$ cat src/rtl/bti_pkg.sv
// ----------------------------------------------------------------------------
// bti_pkg
// Shared widths, codes and interface structs of the breakpoint table
// interpolator.
// ----------------------------------------------------------------------------
`default_nettype none

package bti_pkg;

   localparam int MAX_POINTS  = 64;
   localparam int ADDR_W      = $clog2(MAX_POINTS);
   localparam int IDX_W       = 6;
   localparam int COUNT_W     = 7;
   localparam int TEMP_W      = 32;
   localparam int ABS_W       = 48;
   localparam int DT_W        = TEMP_W + 1;
   localparam int DA_W        = ABS_W + 1;
   localparam int PROD_W      = DT_W + DA_W;
   localparam int QUO_W       = 40;
   localparam int SUM_W       = QUO_W + 2;
   localparam int MUL_LO_W    = 25;
   localparam int MUL_OUT_W   = DT_W + MUL_LO_W;
   localparam int DIV_CNT_W   = $clog2(QUO_W);
   localparam int CSR_INDEX_W = 4;
   localparam int CSR_DATA_W  = 32;

   localparam logic CMD_WRITE = 1'b0;
   localparam logic CMD_QUERY = 1'b1;

   localparam logic [CSR_INDEX_W-1:0] CSR_POINT_COUNT = CSR_INDEX_W'(0);
   localparam logic [CSR_INDEX_W-1:0] CSR_DESC_MODE   = CSR_INDEX_W'(1);

   typedef enum logic [1:0] {
      STAT_OK     = 2'd0,
      STAT_EMPTY  = 2'd1,
      STAT_SINGLE = 2'd2,
      STAT_EQUAL  = 2'd3
   } status_type;

   typedef enum logic [3:0] {
      ST_IDLE,
      ST_SCAN,
      ST_RD_LO,
      ST_RD_HI,
      ST_DIFF,
      ST_MUL_LO,
      ST_MUL_HI,
      ST_CHECK,
      ST_DIV
   } state_type;

   typedef struct packed {
      logic              we;
      logic [ADDR_W-1:0] waddr;
      logic [TEMP_W-1:0] wtemp;
      logic [ABS_W-1:0]  wabsc;
      logic [ADDR_W-1:0] raddr;
   } mem_req_type;

   typedef struct packed {
      logic [TEMP_W-1:0] rtemp;
      logic [ABS_W-1:0]  rabsc;
   } mem_rsp_type;

   typedef struct packed {
      logic              start;
      logic [PROD_W-1:0] dividend;
      logic [DA_W-1:0]   divisor;
   } div_req_type;

   typedef struct packed {
      logic             done;
      logic [QUO_W-1:0] quotient;
   } div_rsp_type;

endpackage

`default_nettype wire

$ cat src/rtl/bti_divider.sv
// ----------------------------------------------------------------------------
// bti_divider
// Restoring divider, one quotient bit per cycle. The dividend is known to
// give a quotient below 2^QUO_W, so only the low quotient bits are formed.
// ----------------------------------------------------------------------------
`default_nettype none

module bti_divider (
   input  wire logic                 clock,
   input  wire logic                 reset,
   input  wire bti_pkg::div_req_type div_req,
   output bti_pkg::div_rsp_type      div_rsp
);
   import bti_pkg::*;

   logic                 run_ff;
   logic [DIV_CNT_W-1:0] cnt_ff;
   logic [DA_W-1:0]      rem_ff;
   logic [DA_W-1:0]      dsr_ff;
   logic [QUO_W-1:0]     low_ff;
   logic [DA_W:0]        trial;
   logic [DA_W:0]        diff;
   logic                 qbit;
   logic [DA_W-1:0]      rem_in;
   logic                 last_step;

   always_comb begin
      trial     = {rem_ff, low_ff[QUO_W-1]};
      diff      = trial - {1'b0, dsr_ff};
      qbit      = (trial >= {1'b0, dsr_ff});
      rem_in    = qbit ? diff[DA_W-1:0] : trial[DA_W-1:0];
      last_step = run_ff && (cnt_ff == DIV_CNT_W'(QUO_W - 1));
   end

   always_ff @(posedge clock) begin
      if (reset) begin
         run_ff <= 1'b0;
         cnt_ff <= '0;
      end else if (div_req.start) begin
         run_ff <= 1'b1;
         cnt_ff <= '0;
      end else if (run_ff) begin
         cnt_ff <= cnt_ff + DIV_CNT_W'(1);
         if (last_step) begin
            run_ff <= 1'b0;
         end
      end
   end

   always_ff @(posedge clock) begin
      if (div_req.start) begin
         // upper dividend bits start as the partial remainder
         rem_ff <= DA_W'(div_req.dividend[PROD_W-1:QUO_W]);
         low_ff <= div_req.dividend[QUO_W-1:0];
         dsr_ff <= div_req.divisor;
      end else if (run_ff) begin
         rem_ff <= rem_in;
         low_ff <= {low_ff[QUO_W-2:0], qbit};
      end
   end

   assign div_rsp.done     = last_step;
   assign div_rsp.quotient = {low_ff[QUO_W-2:0], qbit};

endmodule

`default_nettype wire

$ cat config.mk
export PLATFORM = sky130hd
export DESIGN_NAME = bti_divider
export DESIGN_NICKNAME = d
export VERILOG_FILES = /design/src/rtl/bti_pkg.sv /design/src/rtl/bti_divider.sv
export SDC_FILE = /design/constraint.sdc
export NUM_CORES = 1
export LEC_CHECK = 0
export BUFFER_PORTS_ARGS = -buffer_cell sky130_fd_sc_hd__buf_2
export CORE_ASPECT_RATIO = 1.4
export CORE_MARGIN = 2
export CORE_UTILIZATION = 60
export CTS_CLUSTER_DIAMETER = 30
export DETAILED_ROUTE_END_ITERATION = 10
export PLACE_DENSITY = 0.85
export SLEW_MARGIN = 10
export SYNTH_ARGS = -nofsm -noshare
export SYNTH_HDL_FRONTEND = slang
export SYNTH_SLANG_ARGS = --single-unit
$ cat constraint.sdc
create_clock -name clock -period 6.7 [get_ports clock]
set_input_delay 1.005 -clock clock [delete_from_list [all_inputs] [get_ports clock]]
set_output_delay 1.005 -clock clock [all_outputs]
set_load 0.02 [all_outputs]
==> summary.txt <==
Critical path
  • R2R Path Start: rem_ff[1]
  • Worst r2r path cells: 11
  • Crit end category: primary output
  • FF-to-FF setup slack: 2.66 ns
  • WS Path Type: flop to primary output
  • Critical Path Start Type: flop
  • Crit-path leading delay family: simple AND/OR/NAND/NOR gates
  • CP max stage delay: 0.53 ns
  • Critical path, cell by cell: ha_1 > and3_1 > and3_1 > nand3_1 > or4_1 > nor4_1 > o31a_1 > a211oi_4 > inv_2 > buf_2
  • R2r endpoint: rem_ff[7]
  • Slowest stage cell, crit path: or4_1
  • Critical Path RT: 5.69 ns
  • Critical path arrival: 3.38 ns
  • CP dominant cell by count: and3_1
  • WP buf/inv: 2
  • Worst-path fanout max: 10

Clock tree
  • CTS resizes: 0
  • Clock Tree Root: clkbuf_16
  • CTS Buffer Depth: 2
  • Worst-Skew Late Latency: 0.44 ns
  • Setup Fix Bufs, Post-CTS: 0
  • CTS Buf Count: 17
  • Clk sink count: 145
  • Clock transition at the registers of the reported paths: 0.06 ns
  • CTS H-tree depth: 4
  • TritonCTS clock tree: yes
  • CTS Hold Bufs: 0

Logic synthesis
  • Syn_area_per_cell: between 10 and 15 um2
  • Post-synthesis sequential area ratio: 45.01%
  • Synth async-reset ratio: 0%
  • EDFF count, synth: 131
  • Syn_nets: 1107
  • Post-Synthesis Cells: 922
  • Post-synthesis cell area: about 0.0094 mm2
  • Post-synthesis cell type count: 64
  • Yosys warnings: 0
  • FF+latch count, synth: 145
  • Top_reg_cell synth: edfxtp_1

GRT
  • Grt ovf: 0
  • GRT met2 Usage: 47.18%
  • Pin count of the biggest net entering global routing: 86
  • Gr busiest metal: met2
  • Total Routing Usage GR: 26.55%
  • Initial antenna violation count: 1
  • Global-route wire length before repair: 34.72 mm
  • Vias in the first global route: 7497
  • GR met1 Demand/Resource: 29.68%
  • Met3 GRT Util: 7.079%

Layout
  • Non-filler cells in the finished layout: 1244
  • Reg area: 0.004214 mm2
  • Share of layout cells above drive strength 1: 27.79%
  • Area Overhead vs Synth: 13.22%
  • Final layout net count: 1220
  • Multi-input logic area: between 0.004 and 0.005 mm2
  • Fill count: around 1200

Worst hold path
  • End of the worst hold path: cnt_ff[5]
  • Hold Path Class: flop to flop
  • WHS Path Cells: 2
  • HP Start: cnt_ff[5]

Floorplan
  • I/O pin count: between 150 and 200
  • Chip width: ~110 um
  • Core area: 0.01540 mm2
  • Die area: 0.01663 mm2
  • Rows: 54
  • Initial Util: between 60% and 70%
  • Die height: 151.8 um

Detailed routing
  • DR iter-0 viols: 470
  • Final ANT Viol Nets: 0
  • Avg WL per Cell: 17.17 um
  • Via-to-Cell Ratio: ~5.9
  • WL final: about 21 mm
  • DRC viols: 0
  • Via count: 7281
  • Drt pass-1 iters: 5

Placement
  • Inst Count DP: 1212
  • Post-detail-place hpwl: about 16 mm
  • Gp weighted congestion: approximately 0.92
  • IO buf count: 174
  • Dpl ws: 2.740 ns

Power
  • Total power: 3.169 mW
  • VDD IR max: 0.2163 mV
  • Leak: 4.548 nW
  • Power density over the cells: approximately 300 mW/mm2

STA
  • Final setup fails: 0
  • Worst-Margin Slew: 1.163 ns
  • Max Slew Vio Count: 0
  • Minimum clock period: 4.383 ns
  • Worst Skew: between 0.01 and 0.015 ns
  • RSZ-0062 raised after global routing: no
  • Tcrit/Tclk final: 65.42%
  • Final TNS setup: 0 ns
  • Final Hold Vio Count: 0
  • Setup slack after layout: 2.317 ns
  • Relative slew slack: between 20% and 30%
  • Fmax: 228.1 MHz

Flow run
  • Number of max-cap violations: 0

Outcome
  • Outcome: finished, final reports clean
==> cell usage after synthesis (3+ instances only) <==
cell	count	area, um2
a211oi_1	9	67.56
a21boi_0	3	22.52
a21o_1	21	157.7
a21oi_1	65	325.3
a31oi_1	11	68.82
and2_1	5	31.28
and3_1	6	37.54
buf_2	5	25.02
buf_4	41	307.8
clkbuf_1	33	123.9
dfxtp_1	14	280.3
edfxtp_1	131	3934
ha_1	50	625.6
inv_1	63	236.5
mux2_2	78	878.3
mux2i_1	7	70.07
nand2_1	87	326.6
nand2b_1	7	43.79
nand3_1	14	70.07
nand4_1	14	87.58
nor2_1	45	168.9
nor2b_1	4	25.02
nor3_1	10	50.05
nor4_1	4	25.02
o211ai_1	3	22.52
o21a_1	9	67.56
o21ai_0	69	345.3
o21ai_1	3	15.01
o21bai_1	12	90.09
o31a_1	3	26.28
o31ai_1	4	30.03
or2_2	5	31.28
or3_1	8	50.05
xnor2_1	21	183.9
xor2_1	24	210.2
==> per-stage QoR <==
stage	util, %	hold WS [ns]	instance area (um2)
floorplan	-	0.4585	9363
global placement	65.11	0.4719	10030
detailed placement	65.11	0.4826	10030
CTS	68.79	0.4906	10600
global route	68.79	0.5274	10600
finish	68.81	0.4875	10600
==> power breakdown <==
group / switching (mW) / internal [mW] / leakage [nW]
Clock: 0.385 / 0.547 / 0.267
Combinational: 0.620 / 0.438 / 2.86
Sequential: 0.0572 / 1.12 / 1.42
==> worst max-delay path by stage <==
stage,start,endpoint,slack [ns],cells after the start
floorplan,rem_ff[3],div_rsp[0],3.04,11
global placement,rem_ff[3],rem_ff[11],2.85,11
detailed placement,rem_ff[3],rem_ff[7],2.74,11
CTS,rem_ff[41],div_rsp[0],2.32,10
global route,rem_ff[41],div_rsp[0],2.10,10
finish,rem_ff[41],div_rsp[0],2.32,10
==> cell type report <==
cell class	count	share of cell area, %
Clock inverter	12	1.275
Timing Repair Buffer	177	8.487
Clock buffer	19	4.084
Sequential cell	145	39.75
Multi-Input combinational cell	630	41.80
Inverter	64	2.266
Tap cell	196	2.313
Antenna cell	1	0.02361
==> worst register-to-register path, delay by kind of cell, from the launching register on <==
| family | cells | cell delay [ns] |
|---|---|---|
| AO/OA/AOI/OAI | 5 | 1.31 |
| buffers and inverters | 1 | 0.65 |
| flip-flops | 1 | 0.42 |
| adder cells (fa/ha/maj) | 1 | 0.38 |
| AND/OR/NAND/NOR | 2 | 0.33 |
| multiplexers | 2 | 0.70 |
==> flip-flops by register name (all words and copies together) (netlist names) <==
signal	cells
cnt_ff	6
rem_ff	49
dsr_ff	49
run_ff	1
low_ff	40
==> cells by family after synthesis <==
group	after synthesis	share of synthesized area, %
compound gates	232	15.21
fa+ha+maj	51	6.896
flops	145	45.01
mux	85	10.13
xor+xnor	45	4.210
simple gates	217	10.77
buf+inv	147	7.778
==> per-layer routing <==
layer	up-vias	routed length, um
met4	0	602
met5	-	0
met1	3418	8181
li1	3537	-
met2	277	11090
met3	49	1493
==> cells in the final DEF, fill, tap and decap left out, drive strengths merged, types with 14 or more instances in the layout <==
master | netlist | routed
nor2 | 45 | 45
dfxtp | 14 | 14
mux2 | 78 | 78
o21ai | 72 | 72
xor2 | 24 | 24
edfxtp | 131 | 131
a21oi | 65 | 65
xnor2 | 21 | 21
nand2 | 87 | 87
clkbuf | 34 | 19
ha | 50 | 50
nand4 | 14 | 14
inv | 64 | 66
buf | 49 | 177
nand3 | 14 | 14
a21o | 21 | 21
Power figures use the tool's default switching activity.
