==> config.mk <==
export PLATFORM = sky130hd
export DESIGN_NAME = bti_ctrl
export DESIGN_NICKNAME = d
export VERILOG_FILES = /design/src/rtl/bti_pkg.sv /design/src/rtl/bti_ctrl.sv
export SDC_FILE = /design/constraint.sdc
export NUM_CORES = 2
export LEC_CHECK = 0
export BUFFER_PORTS_ARGS = -buffer_cell sky130_fd_sc_hd__buf_2
export CAP_MARGIN = 20
export CORE_ASPECT_RATIO = 0.6
export CORE_MARGIN = 5
export CORE_UTILIZATION = 30
export CTS_CLUSTER_SIZE = 30
export DETAILED_ROUTE_END_ITERATION = 8
export GPL_ROUTABILITY_DRIVEN = 0
export SLEW_MARGIN = 30
export SYNTH_ARGS = -nofsm -noshare
export SYNTH_HDL_FRONTEND = slang
export SYNTH_SLANG_ARGS = --single-unit
export TNS_END_PERCENT = 50
==> constraint.sdc <==
create_clock -name clock -period 15.09 [get_ports clock]
set_clock_uncertainty 0.05 [all_clocks]
set_input_delay 0.7545 -clock clock [delete_from_list [all_inputs] [get_ports clock]]
set_output_delay 0.7545 -clock clock [all_outputs]
set_load 0.05 [all_outputs]
==> src/rtl/bti_pkg.sv <==
// ----------------------------------------------------------------------------
// bti_pkg
// Shared widths, codes and interface structs of the breakpoint table
// interpolator.
// ----------------------------------------------------------------------------
`default_nettype none

package bti_pkg;

   localparam int MAX_POINTS  = 64;
   localparam int ADDR_W      = $clog2(MAX_POINTS);
   localparam int IDX_W       = 6;
   localparam int COUNT_W     = 7;
   localparam int TEMP_W      = 32;
   localparam int ABS_W       = 48;
   localparam int DT_W        = TEMP_W + 1;
   localparam int DA_W        = ABS_W + 1;
   localparam int PROD_W      = DT_W + DA_W;
   localparam int QUO_W       = 40;
   localparam int SUM_W       = QUO_W + 2;
   localparam int MUL_LO_W    = 25;
   localparam int MUL_OUT_W   = DT_W + MUL_LO_W;
   localparam int DIV_CNT_W   = $clog2(QUO_W);
   localparam int CSR_INDEX_W = 4;
   localparam int CSR_DATA_W  = 32;

   localparam logic CMD_WRITE = 1'b0;
   localparam logic CMD_QUERY = 1'b1;

   localparam logic [CSR_INDEX_W-1:0] CSR_POINT_COUNT = CSR_INDEX_W'(0);
   localparam logic [CSR_INDEX_W-1:0] CSR_DESC_MODE   = CSR_INDEX_W'(1);

   typedef enum logic [1:0] {
      STAT_OK     = 2'd0,
      STAT_EMPTY  = 2'd1,
      STAT_SINGLE = 2'd2,
      STAT_EQUAL  = 2'd3
   } status_type;

   typedef enum logic [3:0] {
      ST_IDLE,
      ST_SCAN,
      ST_RD_LO,
      ST_RD_HI,
      ST_DIFF,
      ST_MUL_LO,
      ST_MUL_HI,
      ST_CHECK,
      ST_DIV
   } state_type;

   typedef struct packed {
      logic              we;
      logic [ADDR_W-1:0] waddr;
      logic [TEMP_W-1:0] wtemp;
      logic [ABS_W-1:0]  wabsc;
      logic [ADDR_W-1:0] raddr;
   } mem_req_type;

   typedef struct packed {
      logic [TEMP_W-1:0] rtemp;
      logic [ABS_W-1:0]  rabsc;
   } mem_rsp_type;

   typedef struct packed {
      logic              start;
      logic [PROD_W-1:0] dividend;
      logic [DA_W-1:0]   divisor;
   } div_req_type;

   typedef struct packed {
      logic             done;
      logic [QUO_W-1:0] quotient;
   } div_rsp_type;

endpackage

`default_nettype wire

==> src/rtl/bti_ctrl.sv <==
// ----------------------------------------------------------------------------
// bti_ctrl
// Command sequencer: table writes, segment scan over the table memory,
// difference and split multiply, range check, divider handoff and the
// saturating sum that forms the result.
// ----------------------------------------------------------------------------
`default_nettype none

module bti_ctrl (
   input  wire logic                                clock,
   input  wire logic                                reset,
   input  wire logic                                start,
   output logic                                     busy,
   input  wire logic                                req_command,
   input  wire logic [bti_pkg::IDX_W-1:0]           req_point_index,
   input  wire logic signed [bti_pkg::TEMP_W-1:0]   req_point_temperature,
   input  wire logic signed [bti_pkg::ABS_W-1:0]    req_point_abscissa,
   input  wire logic signed [bti_pkg::ABS_W-1:0]    req_query_value,
   input  wire logic [bti_pkg::COUNT_W-1:0]         cfg_point_count,
   input  wire logic                                cfg_descending,
   output bti_pkg::mem_req_type                     mem_req,
   input  wire bti_pkg::mem_rsp_type                mem_rsp,
   output bti_pkg::div_req_type                     div_req,
   input  wire bti_pkg::div_rsp_type                div_rsp,
   output logic                                     rsp_strobe,
   output logic signed [bti_pkg::TEMP_W-1:0]        rsp_result_temperature,
   output bti_pkg::status_type                      rsp_status
);
   import bti_pkg::*;

   localparam logic [TEMP_W-1:0] TEMP_MAX = {1'b0, {(TEMP_W-1){1'b1}}};
   localparam logic [TEMP_W-1:0] TEMP_MIN = {1'b1, {(TEMP_W-1){1'b0}}};

   state_type           state_ff, state_in;
   logic                accept;
   logic [COUNT_W-1:0]  count_clamp;
   logic [ADDR_W-1:0]   last_idx;

   logic [ADDR_W-1:0]   issue_idx_ff;
   logic                issuing_ff;
   logic                chk_valid_ff;
   logic [ADDR_W-1:0]   chk_idx_ff;
   logic [ADDR_W-1:0]   seg_ff;
   logic [ADDR_W-1:0]   last_ff;
   logic signed [ABS_W-1:0]  v_ff;
   logic [TEMP_W-1:0]   t0_ff;
   logic [ABS_W-1:0]    a0_ff;
   logic [DT_W-1:0]     mdt_ff;
   logic [DA_W-1:0]     mdv_ff;
   logic [DA_W-1:0]     mda_ff;
   logic                neg_ff;
   logic [PROD_W-1:0]   prod_ff;

   logic                strobe_ff;
   logic [TEMP_W-1:0]   result_ff;
   status_type          status_ff;

   logic signed [ABS_W-1:0] a_rd;
   logic                hit_cmp;
   logic                scan_done;
   logic [DT_W-1:0]     dt;
   logic [DA_W-1:0]     dv;
   logic [DA_W-1:0]     da;
   logic                da_zero;
   logic [MUL_LO_W-1:0] mul_b;
   logic [MUL_OUT_W-1:0] mul_out;
   logic                over;
   logic [SUM_W-1:0]    q_ext;
   logic [SUM_W-1:0]    t0_ext;
   logic [SUM_W-1:0]    sum;
   logic [TEMP_W-1:0]   sum_sat;

   assign accept = start && !busy;

   always_comb begin
      count_clamp = (32'(cfg_point_count) > MAX_POINTS) ? COUNT_W'(MAX_POINTS)
                                                        : cfg_point_count;
      last_idx    = ADDR_W'(32'(count_clamp) - 1);
   end

   // datapath
   always_comb begin
      a_rd      = $signed(mem_rsp.rabsc);
      hit_cmp   = cfg_descending ? (v_ff > a_rd) : (v_ff < a_rd);
      scan_done = chk_valid_ff && ((chk_idx_ff == last_ff) || hit_cmp);

      dt      = {mem_rsp.rtemp[TEMP_W-1], mem_rsp.rtemp} - {t0_ff[TEMP_W-1], t0_ff};
      dv      = {v_ff[ABS_W-1], v_ff} - {a0_ff[ABS_W-1], a0_ff};
      da      = {mem_rsp.rabsc[ABS_W-1], mem_rsp.rabsc} - {a0_ff[ABS_W-1], a0_ff};
      da_zero = (da == '0);

      mul_b   = (state_ff == ST_MUL_HI) ? MUL_LO_W'(mdv_ff[DA_W-1:MUL_LO_W])
                                        : mdv_ff[MUL_LO_W-1:0];
      mul_out = MUL_OUT_W'(mdt_ff) * MUL_OUT_W'(mul_b);

      // quotient reaches 2^QUO_W exactly when the product reaches d << QUO_W
      over    = ((DA_W + QUO_W)'(prod_ff)) >= {mda_ff, {QUO_W{1'b0}}};

      q_ext   = {2'b00, div_rsp.quotient};
      t0_ext  = {{(SUM_W-TEMP_W){t0_ff[TEMP_W-1]}}, t0_ff};
      sum     = t0_ext + (neg_ff ? (~q_ext + SUM_W'(1)) : q_ext);
      if (sum[SUM_W-1] && !(&sum[SUM_W-2:TEMP_W-1])) begin
         sum_sat = TEMP_MIN;
      end else if (!sum[SUM_W-1] && (|sum[SUM_W-2:TEMP_W-1])) begin
         sum_sat = TEMP_MAX;
      end else begin
         sum_sat = sum[TEMP_W-1:0];
      end
   end

   // next state
   always_comb begin
      state_in = state_ff;
      case (state_ff)
         ST_IDLE: begin
            if (accept && (req_command == CMD_QUERY) && (count_clamp > COUNT_W'(1))) begin
               state_in = ST_SCAN;
            end
         end
         ST_SCAN: begin
            if (scan_done) begin
               state_in = ST_RD_LO;
            end
         end
         ST_RD_LO:  state_in = ST_RD_HI;
         ST_RD_HI:  state_in = ST_DIFF;
         ST_DIFF:   state_in = da_zero ? ST_IDLE : ST_MUL_LO;
         ST_MUL_LO: state_in = ST_MUL_HI;
         ST_MUL_HI: state_in = ST_CHECK;
         ST_CHECK:  state_in = over ? ST_IDLE : ST_DIV;
         ST_DIV: begin
            if (div_rsp.done) begin
               state_in = ST_IDLE;
            end
         end
         default:   state_in = ST_IDLE;
      endcase
   end

   // outputs
   always_comb begin
      busy          = (state_ff != ST_IDLE);
      mem_req.we    = accept && (req_command == CMD_WRITE) &&
                      (32'(req_point_index) < MAX_POINTS);
      mem_req.waddr = ADDR_W'(req_point_index);
      mem_req.wtemp = req_point_temperature;
      mem_req.wabsc = req_point_abscissa;
      case (state_ff)
         ST_SCAN:  mem_req.raddr = issue_idx_ff;
         ST_RD_LO: mem_req.raddr = seg_ff - ADDR_W'(1);
         default:  mem_req.raddr = seg_ff;
      endcase
      div_req.start    = (state_ff == ST_CHECK) && !over;
      div_req.dividend = prod_ff;
      div_req.divisor  = mda_ff;
   end

   always_ff @(posedge clock) begin
      if (reset) begin
         state_ff     <= ST_IDLE;
         issuing_ff   <= 1'b0;
         chk_valid_ff <= 1'b0;
         strobe_ff    <= 1'b0;
      end else begin
         state_ff  <= state_in;
         strobe_ff <= 1'b0;
         case (state_ff)
            ST_IDLE: begin
               if (accept) begin
                  if (req_command == CMD_WRITE || count_clamp < COUNT_W'(2)) begin
                     strobe_ff <= 1'b1;
                  end
                  issuing_ff   <= 1'b1;
                  chk_valid_ff <= 1'b0;
               end
            end
            ST_SCAN: begin
               chk_valid_ff <= issuing_ff;
               if (issuing_ff && issue_idx_ff == last_ff) begin
                  issuing_ff <= 1'b0;
               end
               if (scan_done) begin
                  issuing_ff <= 1'b0;
               end
            end
            ST_DIFF: begin
               if (da_zero) begin
                  strobe_ff <= 1'b1;
               end
            end
            ST_CHECK: begin
               if (over) begin
                  strobe_ff <= 1'b1;
               end
            end
            ST_DIV: begin
               if (div_rsp.done) begin
                  strobe_ff <= 1'b1;
               end
            end
            default: ;
         endcase
      end
   end

   always_ff @(posedge clock) begin
      case (state_ff)
         ST_IDLE: begin
            result_ff    <= '0;
            v_ff         <= req_query_value;
            last_ff      <= last_idx;
            issue_idx_ff <= ADDR_W'(1);
            if (req_command == CMD_WRITE) begin
               status_ff <= STAT_OK;
            end else if (count_clamp == '0) begin
               status_ff <= STAT_EMPTY;
            end else begin
               status_ff <= STAT_SINGLE;
            end
         end
         ST_SCAN: begin
            chk_idx_ff <= issue_idx_ff;
            if (issuing_ff && issue_idx_ff != last_ff) begin
               issue_idx_ff <= issue_idx_ff + ADDR_W'(1);
            end
            if (scan_done) begin
               seg_ff <= chk_idx_ff;
            end
         end
         ST_RD_HI: begin
            // data of the segment's lower breakpoint
            t0_ff <= mem_rsp.rtemp;
            a0_ff <= mem_rsp.rabsc;
         end
         ST_DIFF: begin
            mdt_ff    <= dt[DT_W-1] ? (~dt + DT_W'(1)) : dt;
            mdv_ff    <= dv[DA_W-1] ? (~dv + DA_W'(1)) : dv;
            mda_ff    <= da[DA_W-1] ? (~da + DA_W'(1)) : da;
            neg_ff    <= dt[DT_W-1] ^ dv[DA_W-1] ^ da[DA_W-1];
            result_ff <= '0;
            status_ff <= da_zero ? STAT_EQUAL : STAT_OK;
         end
         ST_MUL_LO: begin
            prod_ff <= PROD_W'(mul_out);
         end
         ST_MUL_HI: begin
            prod_ff <= prod_ff + (PROD_W'(mul_out) << MUL_LO_W);
         end
         ST_CHECK: begin
            result_ff <= neg_ff ? TEMP_MIN : TEMP_MAX;
         end
         ST_DIV: begin
            result_ff <= sum_sat;
         end
         default: ;
      endcase
   end

   assign rsp_strobe             = strobe_ff;
   assign rsp_result_temperature = $signed(result_ff);
   assign rsp_status             = status_ff;

endmodule

`default_nettype wire

==> implementation parameters <==
Parameter                              Value

STA
  RSZ-0062 raised after global routing ... false
  Final hold viol count ... 0
  Fin crit share ... 82.3%
  Accumulated negative setup slack ... 0 ps
  Final setup violating endpoints ... 0
  Post-layout min period ... 12410 ps
  Worst max-slew margin expressed relative to the limit ... 26.2%
  FMAX ... 0.0806 GHz
  Number of max-slew violations in the final report ... 0
  Worst slew pin tran ... 1100 ps

Setup path
  Reg2reg end ... prod_ff[81]
  Required time of the worst setup path ... 15370 ps
  Minimum setup slack among reg-to-reg paths ... 2680 ps
  Worst R2R Start ... state_ff[1]
  Peak per-stage delay on the critical path ... 720 ps
  Arr. time, crit path ... 12690 ps
  Largest fanout of any net on the critical path ... 38
  Crit. End Element ... flip-flop
  Cell repeated most along the worst path ... fa_1
  Worst-path cell with the longest stage delay ... nand2_1
  Type of element launching the critical path ... flip-flop
  Depth of the worst register-to-register path ... 45
  Critical path start-end classification ... reg2reg

Synth
  Mux cell area share after synthesis ... 0.315%
  Largest family of logic cells by synthesized area ... adder cells
  Cell types with the largest area share after synthesis ... fa_1, edfxtp_1, ha_1
  Area share of xor/xnor cells in the synthesized design ... 6.17%
  Post-synthesis cell count ... 6671
  Top FF cell, synth ... edfxtp_1
  Area fraction of the dominant cell type after synthesis ... 23.8%
  Sequential-to-total area share from yosys stat ... 20.2%
  Cell type with the highest aggregate area in the netlist ... fa_1
  FFs w/ async S/R, synth ... 0%
  Post-synthesis compound-gate area fraction ... 12.7%
  Simple logic cell fraction of the synthesized area ... 16.6%
  Number of nets in the synthesized netlist ... 8174
  Synthesis-stage register bit count ... 407
  Count of different cell masters after synthesis ... 88
  Total standard cell area after synthesis ... 60000 sq um
  Arithmetic-cell share of the synthesized area counting full adders, half adders and majority gates ... 34.7%
  Post-synth EDFFs ... 400
  Warnings, synthesis ... 0
  Post-Synthesis Mean Instance Area ... 9.00 sq um

Final layout
  Layout overhead on the synthesized area ... 9.89%
  Filler Cells Inserted ... 20.4k
  Layout Nets ... 8325
  Share of layout cells above drive strength 1 ... 8.72%

Floorplan
  Floorplan die height ... 357 um
  IO Count ... 528
  Placement row count ... 127
  Initial core utilization ... 30.1%
  Core Area ... 199000 sq um
  Die area ... 209000 sq um
  Die width ... 588 um

Global routing
  Initial antenna violation count ... 9
  Fraction of met1 tracks used by global routing ... 30.3%
  Pin count of the biggest net entering global routing ... 93
  Global route overflow ... 0
  Global-route total usage across every layer ... 19.3%
  First-pass GRT wire length ... 312000 um
  Via count of the first global-routing pass ... 48.9k
  Top Usage Layer GRT ... met1
  Met2 routing resource usage after global routing ... 23.9%
  Routing usage on met3 ... 8.86%

CTS
  Number of buffers inserted by post-CTS setup repair ... 0
  Buffers from clock root to sink, at most ... 3
  H-tree Lvls ... 2
  Worst-Skew Late Latency ... 680 ps
  Clock-pin slew reported for the worst setup and hold paths after clock tree synthesis ... 70 ps
  Clock tree from TritonCTS ... yes
  Hold buffer count at CTS ... 0
  Number of buffers created by CTS ... 45
  Cells resized by post-CTS repair ... 0
  Clk sinks ... 407
  Root Buffer Master ... clkbuf_16

Outcome
  Result of the run ... finished clean

Route
  Final routed DRC violation total ... 0
  Via count ... 50.3k
  Remaining antenna violation count ... 0
  Per-cell routed wire length ... 22.0 um
  DR vias/cell ... 5.29
  Number of design-rule violations left by the first detailed-router iteration ... 5775
  Number of optimization iterations in the first detailed-route pass ... 7
  Sum of routed wire length over all layers ... 209000 um

Worst hold path
  Beginning of the worst hold path ... req_query_value[12]
  Worst hold path stage count ... 1
  Worst min path class ... in2reg
  Destination of the worst hold path ... v_ff[12]

Run
  Max-cap violation count ... 0

Placed design
  Port Buffers ... 355
  Final HPWL DP ... 170000 um
worst max path at each step:
stage / startpoint / end / slack, ps / cells after the start
after floorplan: state_ff[0] / prod_ff[81] / 4410 / 46
after global placement: state_ff[0] / prod_ff[81] / 3160 / 44
after detailed placement: state_ff[0] / prod_ff[81] / 2950 / 43
after CTS: state_ff[1] / prod_ff[81] / 2830 / 44
after global routing: state_ff[1] / prod_ff[81] / 2060 / 45
final: state_ff[1] / prod_ff[81] / 2680 / 45
placed cells by master, fill, tap and decap left out, types with 75 or more instances in the layout:
master    instances
a21oi_1         332
and2_1          298
xor2_1          127
a21o_1          185
edfxtp_1        400
inv_1          1050
buf_2           355
nand3_1          81
nand2_1         776
ha_1            521
nor2_1          267
o21ai_0         243
o21a_1           77
xnor2_1         284
fa_1            715
buf_4            75
nor2b_1         167
nor3_1           76
metal layers:
layer	vias to the layer above	wire length [um]
met2	2959	74500
met5	-	680
met4	10	2450
li1	22300	-
met3	223	32100
met1	24800	99300
kinds of logic (layout without fill, tap and decap cells):
group	after synthesis	count (layout)
adders and majority gates	1236	1236
xor gates and xnor gates	422	422
DFF	407	407
buffers and inverters	1380	1567
other	0	4
muxes	18	18
AOI/OAI and AO/OA	1188	1188
and+or+nand+nor	2020	2020
Yosys cell counts (13+ instances only):
master        n
nand2_1     788
nor4_1       29
edfxtp_1    400
xor2_1      129
inv_1      1052
nor4b_1      17
or2_2        20
or3_1        30
clkbuf_1    228
nand3_1      81
a2111oi_0    13
a21oi_1     332
a21o_1      185
o21ai_0     244
nor2b_1     167
o31ai_1      38
a31oi_1      52
buf_4        87
o21a_1       77
fa_1        715
nand4_1      68
and3_1       44
or4_1        18
o211ai_1     29
ha_1        521
nor3_1       77
o41ai_1      16
o21bai_1     46
a211oi_1     30
xnor2_1     292
nor2_1      269
nand2b_1     63
and2_1      298
final cells by class:
cell class | count | area [sq um] | area share (%)
clock inverters | 33 | 490 | 0.743
well taps | 2644 | 3310 | 5.01
diodes | 4 | 10.0 | 0.0152
repair buffers | 431 | 2350 | 3.56
multi-input cells | 4884 | 42600 | 64.5
flip-flops and latches | 407 | 12200 | 18.4
inverters | 1053 | 3960 | 6.00
clock buffers | 50 | 1140 | 1.74
worst max-delay path: cells and delay by family (launching register included):
family / cells / cell delay [ps]
fa+ha+maj: 9 / 4260
compound gates: 16 / 3770
simple gates: 11 / 1910
buf+inv: 7 / 1150
flops: 1 / 430
xor+xnor: 2 / 410
flip-flops by register name, summed over array words and instances (netlist names), 2 cells and up:
register and flops:
a0_ff 48, chk_idx_ff 6, issue_idx_ff 6, last_ff 6, mda_ff 49, mdt_ff 33
mdv_ff 49, prod_ff 82, rsp_result_temperature 32, rsp_status 2, seg_ff 6, state_ff 4
t0_ff 32, v_ff 48
per-stage QoR:
stage / utilization, % / cells / hold slack (ps) / setup slack (ps) / cell area (sq um)
2_1_floorplan: - / 6671 / 398 / 4410 / 60000
3_3_place_gp: 32.2 / 9419 / 405 / 3160 / 64200
3_5_place_dp: 32.2 / 9419 / 410 / 2950 / 64300
4_1_cts: 33.0 / 9502 / 159 / 2830 / 65900
5_1_grt: 33.1 / 9502 / 161 / 2060 / 66000
6_report: 33.1 / 9506 / 204 / 2680 / 66000
Power is left out: the tool's default activity adds up to more than one toggle a clock period on the data nets, which glitch-free logic cannot reach.
